$ cat src/rtl/core/bcg_pkg.sv
// ----------------------------------------------------------------------------
// bcg_pkg
// Shared constants, register and item codes, and the structs passed between
// the colour lanes, the merge stage and the top level of the pixel adjuster.
// ----------------------------------------------------------------------------
package bcg_pkg;

  // gamma table
  localparam int TABLE_DEPTH = 256;
  localparam int TABLE_AW    = $clog2(TABLE_DEPTH);

  // lanes and pipeline
  localparam int NUM_LANES  = 3;
  localparam int PIPE_DEPTH = 6;

  // output queue, deep enough to cover the pipeline at full rate
  localparam int FIFO_DEPTH = 8;
  localparam int FIFO_AW    = $clog2(FIFO_DEPTH);
  localparam int FIFO_CW    = FIFO_AW + 1;

  // arithmetic constants
  localparam int BYTE_MAX     = 255;
  localparam int MID          = 127;
  localparam int DIVISOR      = 50;
  localparam int DIV_SHIFT    = 16;
  localparam int RECIP_50     = 1310;    // just under 2^16/50
  localparam int RECIP_BRIGHT = 334050;  // just under 255*2^16/50

  // configuration register indexes
  localparam logic [1:0] REG_CHANNEL_MASK = 2'd0;
  localparam logic [1:0] REG_BRIGHTNESS   = 2'd1;
  localparam logic [1:0] REG_CONTRAST     = 2'd2;
  localparam logic [1:0] REG_SWAPPED      = 2'd3;

  // item kinds
  localparam logic KIND_PIXEL = 1'b0;
  localparam logic KIND_TABLE = 1'b1;

  // channel mask bits
  localparam int CH_RED   = 0;
  localparam int CH_GREEN = 1;
  localparam int CH_BLUE  = 2;

  typedef struct packed {
    logic                en;
    logic [TABLE_AW-1:0] idx;
    logic [7:0]          val;
  } bcg_twr_t;

  typedef struct packed {
    logic        push;
    logic [31:0] pixel;
  } bcg_beat_t;

endpackage

$ cat src/rtl/core/bcg_merge.sv
// ----------------------------------------------------------------------------
// bcg_merge
// Picks adjusted or original bytes per channel enable, keeps alpha, and
// queues the finished pixel words for the output stream.
// ----------------------------------------------------------------------------
module bcg_merge
  import bcg_pkg::*;
(
  input  logic                       clk,
  input  logic                       rst,
  input  bcg_beat_t                  beat,
  input  logic [NUM_LANES-1:0][7:0]  lane_res,
  input  logic [2:0]                 channel_mask,
  input  logic                       swapped_order,
  input  logic                       m_tready,
  output logic                       m_tvalid,
  output logic [31:0]                m_tdata
);

  logic               en_hi;
  logic               en_mid;
  logic               en_lo;
  logic [31:0]        word;
  logic               pop;
  logic [FIFO_AW-1:0] wr_ptr;
  logic [FIFO_AW-1:0] rd_ptr;
  logic [FIFO_CW-1:0] fill;
  logic [FIFO_CW-1:0] fill_next;
  logic [31:0]        queue [FIFO_DEPTH];

  // red sits in the high byte unless the order is swapped
  assign en_hi  = swapped_order ? channel_mask[CH_BLUE] : channel_mask[CH_RED];
  assign en_mid = channel_mask[CH_GREEN];
  assign en_lo  = swapped_order ? channel_mask[CH_RED] : channel_mask[CH_BLUE];

  assign word = {beat.pixel[31:24],
                 en_hi  ? lane_res[2] : beat.pixel[23:16],
                 en_mid ? lane_res[1] : beat.pixel[15:8],
                 en_lo  ? lane_res[0] : beat.pixel[7:0]};

  assign pop = m_tvalid && m_tready;

  always_comb begin
    unique case ({beat.push, pop})
      2'b10:   fill_next = fill + FIFO_CW'(1);
      2'b01:   fill_next = fill - FIFO_CW'(1);
      default: fill_next = fill;
    endcase
  end

  always_ff @(posedge clk) begin
    if (beat.push) begin
      queue[wr_ptr] <= word;
    end
  end

  always_ff @(posedge clk) begin
    if (rst) begin
      wr_ptr <= '0;
      rd_ptr <= '0;
      fill   <= '0;
    end else begin
      if (beat.push) begin
        wr_ptr <= wr_ptr + FIFO_AW'(1);
      end
      if (pop) begin
        rd_ptr <= rd_ptr + FIFO_AW'(1);
      end
      fill <= fill_next;
    end
  end

  assign m_tvalid = (fill != '0);
  assign m_tdata  = queue[rd_ptr];

endmodule

$ cat config.mk
export PLATFORM = sky130hd
export DESIGN_NAME = bcg_merge
export DESIGN_NICKNAME = d
export VERILOG_FILES = /design/src/rtl/core/bcg_pkg.sv /design/src/rtl/core/bcg_merge.sv
export SDC_FILE = /design/constraint.sdc
export NUM_CORES = 1
export LEC_CHECK = 0
export BUFFER_PORTS_ARGS = -buffer_cell sky130_fd_sc_hd__buf_2
export CORE_MARGIN = 2
export CORE_UTILIZATION = 40
export DETAILED_ROUTE_END_ITERATION = 6
export GPL_ROUTABILITY_DRIVEN = 0
export SLEW_MARGIN = 20
export SYNTH_ARGS = -nofsm -noshare
export SYNTH_HDL_FRONTEND = slang
export SYNTH_SLANG_ARGS = --single-unit
$ cat constraint.sdc
create_clock -name clk -period 5.2 [get_ports clk]
set_input_delay 0.52 -clock clk [delete_from_list [all_inputs] [get_ports clk]]
set_output_delay 0.52 -clock clk [all_outputs]
set_load 0.02 [all_outputs]
==> run_results.csv <==
group,metric,value,unit
synthesis,ys_seq_area_share,74.4,%
synthesis,netlist_instances,469,
floorplan,core_area,0.0261,mm²
sta,slew-limit-headroom,38.3,%
synthesis,netlist_area,0.0107,mm²
grt,grt_pass1_vias,5210,
final_layout,multiInputGateArea,0.00266,mm²
sta,finalCriticalPeriod,3.54,ns
synthesis,syn-num-nets,538,
grt,grt_max_degree,42,
final_layout,design_area,0.0124,mm²
floorplan,die_w,167,µm
synthesis,synthMostInstantiatedCell,"edfxtp_1",
route,drc,10,
grt,grt_pass1_wl,30700,µm
route,wl_per_cell,21.6,µm
worst_setup_path,cp.arrival,3.02,ns
synthesis,synth_top_area_cell,"edfxtp_1",
placement,port_buffers,96,
worst_setup_path,cp.required,4.68,ns
clock_network,clkSinkCount,269,
sta,finClkSkew,0.00831,ns
sta,drv_slew,0,
clock_network,clk_latency,0.54,ns
grt,grt_usage,14.6,%
synthesis,async_reset_ff_share,0,%
power_and_ir_drop,leakage,4.14,nW
power_and_ir_drop,power_density,432,mW/mm²
sta,rsz0062_at_grt,"false",
route,drt_first_pass_iters,7,
clock_network,cts_root_buf,"clkbuf_16",
floorplan,ios,97,
route,first_iter_violations,343,
outcome,violations,"DRC",
synthesis,synth_seq_cells,269,
synthesis,synth_edf_count,256,
sta,hold_viol_final,0,
sta,max_freq,283,MHz
synthesis,yosysTopAreaCellShare,71.9,%
grt,antenna_found_initial,1,
worst_setup_path,crit_fanout,41,
synthesis,ys_dominant_reg_cell,"edfxtp_1",
placement,placed_cell_area,0.0116,mm²
worst_setup_path,start_kind,"register",
sta,worst_slew_pin_slew,0.925,ns
clock_network,hold_buffers,0,
floorplan,fp.dieH,167,µm
power_and_ir_drop,finalPower,0.00537,W
sta,post-route-period-util,68.0,%
outcome,status,"finished, violations left",
route,wirelength,20300,µm
clock_network,cts_max_path_buffers,3,
worst_setup_path,worstSetupPathType,"register to primary output",
floorplan,num_rows,59,
clock_network,postCtsSetupBuffers,0,
power_and_ir_drop,vdd_drop_max,0.253,mV
clock_network,cts_tree,"done",
final_layout,syn2layout_area_growth,16.5,%
worst_setup_path,cp-end-kind,"primary output",
clock_network,ctsResizeCount,0,
synthesis,synth_warnings,0,
grt,grt_overflow,0,
synthesis,synthTopCellsByArea,"edfxtp_1 (72%), mux4_1 (9.8%), mux2_2 (6.1%)",
job,max_cap_viol_count,0,
hold_path,min_path_type,"primary input to register",
sta,tns,0,ns
floorplan,initial_core_util,40.9,%
route,num_vias,4920,
synthesis,synth_top_cells_by_count,"edfxtp_1 (256), mux2_2 (58), mux4_1 (40)",
final_layout,layout-drive-gt1-share,39.7,%
floorplan,dieArea,0.0280,mm²
route,ant_nets,0,
synthesis,synth_cell_types,27,
final_layout,fill_cells,2180,
final_layout,seqCellArea,0.00796,mm²
clock_network,cts_made_buffers,27,
final_layout,finalNetCount,652,
clock_network,path_clk_slew,0.06,ns
sta,setup_viol,0,
route,routed_via_density,5.23,
placement,hpwl,11300,µm
synthesis,synth_area_per_cell,22.8,µm²
clock_network,cts-htree-levels,1,
-- through the flow --
step | instances | utilization (%) | hold slack, ns | worst slack (ns)
after global placement | 889 | 44.4 | 0.476 | 2.19
after global routing | 939 | 47.6 | 0.252 | 1.49
after CTS | 939 | 47.6 | 0.231 | 1.57
after detailed placement | 889 | 44.4 | 0.472 | 2.15
final | 940 | 47.6 | 0.253 | 1.66
after floorplan | 469 | - | 0.454 | 1.92
-- logic make-up (layout without fill, tap and decap cells) --
group | count (synthesis) | in the layout | share of synthesized area [%]
XOR/XNOR | 7 | 7 | 0.574
buffers and inverters | 23 | 158 | 1.31
flip-flops | 269 | 269 | 74.4
AND/OR/NAND/NOR | 33 | 33 | 1.45
adder cells (fa/ha/maj) | 5 | 5 | 0.585
multiplexers | 126 | 126 | 21.4
AO/OA/AOI/OAI | 6 | 6 | 0.351
other | 0 | 1 | 0
-- layout make-up --
| class | instances | area share [%] |
|---|---|---|
| flip-flops and latches | 269 | 63.9 |
| multi-input cells | 177 | 21.4 |
| clock buffers | 31 | 5.55 |
| repair buffers | 106 | 4.46 |
| well taps | 335 | 3.37 |
| clock inverters | 19 | 1.24 |
| inverters | 2 | 0.0603 |
| diodes | 1 | 0.0201 |
-- critical path: stages, from the launching register on --
cell and delay, ns:
dfxtp_4 0.84, buf_4 0.54, mux4_1 0.64, mux2_2 0.27, buf_2 0.16
-- flip-flops by register name, summed over array words and instances, names as in the netlist, named ones only --
name,flops
queue,256
wr_ptr,3
rd_ptr,3
fill,4
-- where the power goes --
part,internal [W],total [W],switching (W)
sequential,0.00247,0.00259,0.000117
combinational,0.000486,0.000942,0.000456
clock,0.00105,0.00185,0.000791
total,0.00401,0.00537,0.00136
-- final timing paths --
path              cells after the start      start      endpoint  slack [ns]
hold / removal                        1   beat[31]  queue[1][31]        0.25
setup reg to reg                      8    fill[1]       fill[3]        2.58
hold reg to reg                       2  rd_ptr[1]      register        0.50
setup / recovery                      4   register   m_tdata[25]        1.66
-- routing by layer --
metal	vias to the layer above	part of all wire [%]	GRT usage, %
met5	-	0	0
met4	0	2.1	4.05
met3	32	4.7	2.41
met2	119	50	25.2
met1	2537	43	19.3
li1	2232	-	-
-- cell usage in the layout (no fill, tap or decap), types with 5 or more instances in the layout --
master	netlist	final
edfxtp_1	256	256
mux4_1	40	40
nor2_4	0	6
buf_4	0	10
dfxtp_1	13	10
mux2_2	58	58
nand2_1	6	6
buf_2	1	96
nor2_1	15	9
ha_1	5	5
clkbuf_16	0	27
clkinv_2	0	7
xor2_1	6	6
clkinv_1	0	8
mux4_2	24	24
Power figures use the tool's default switching activity.
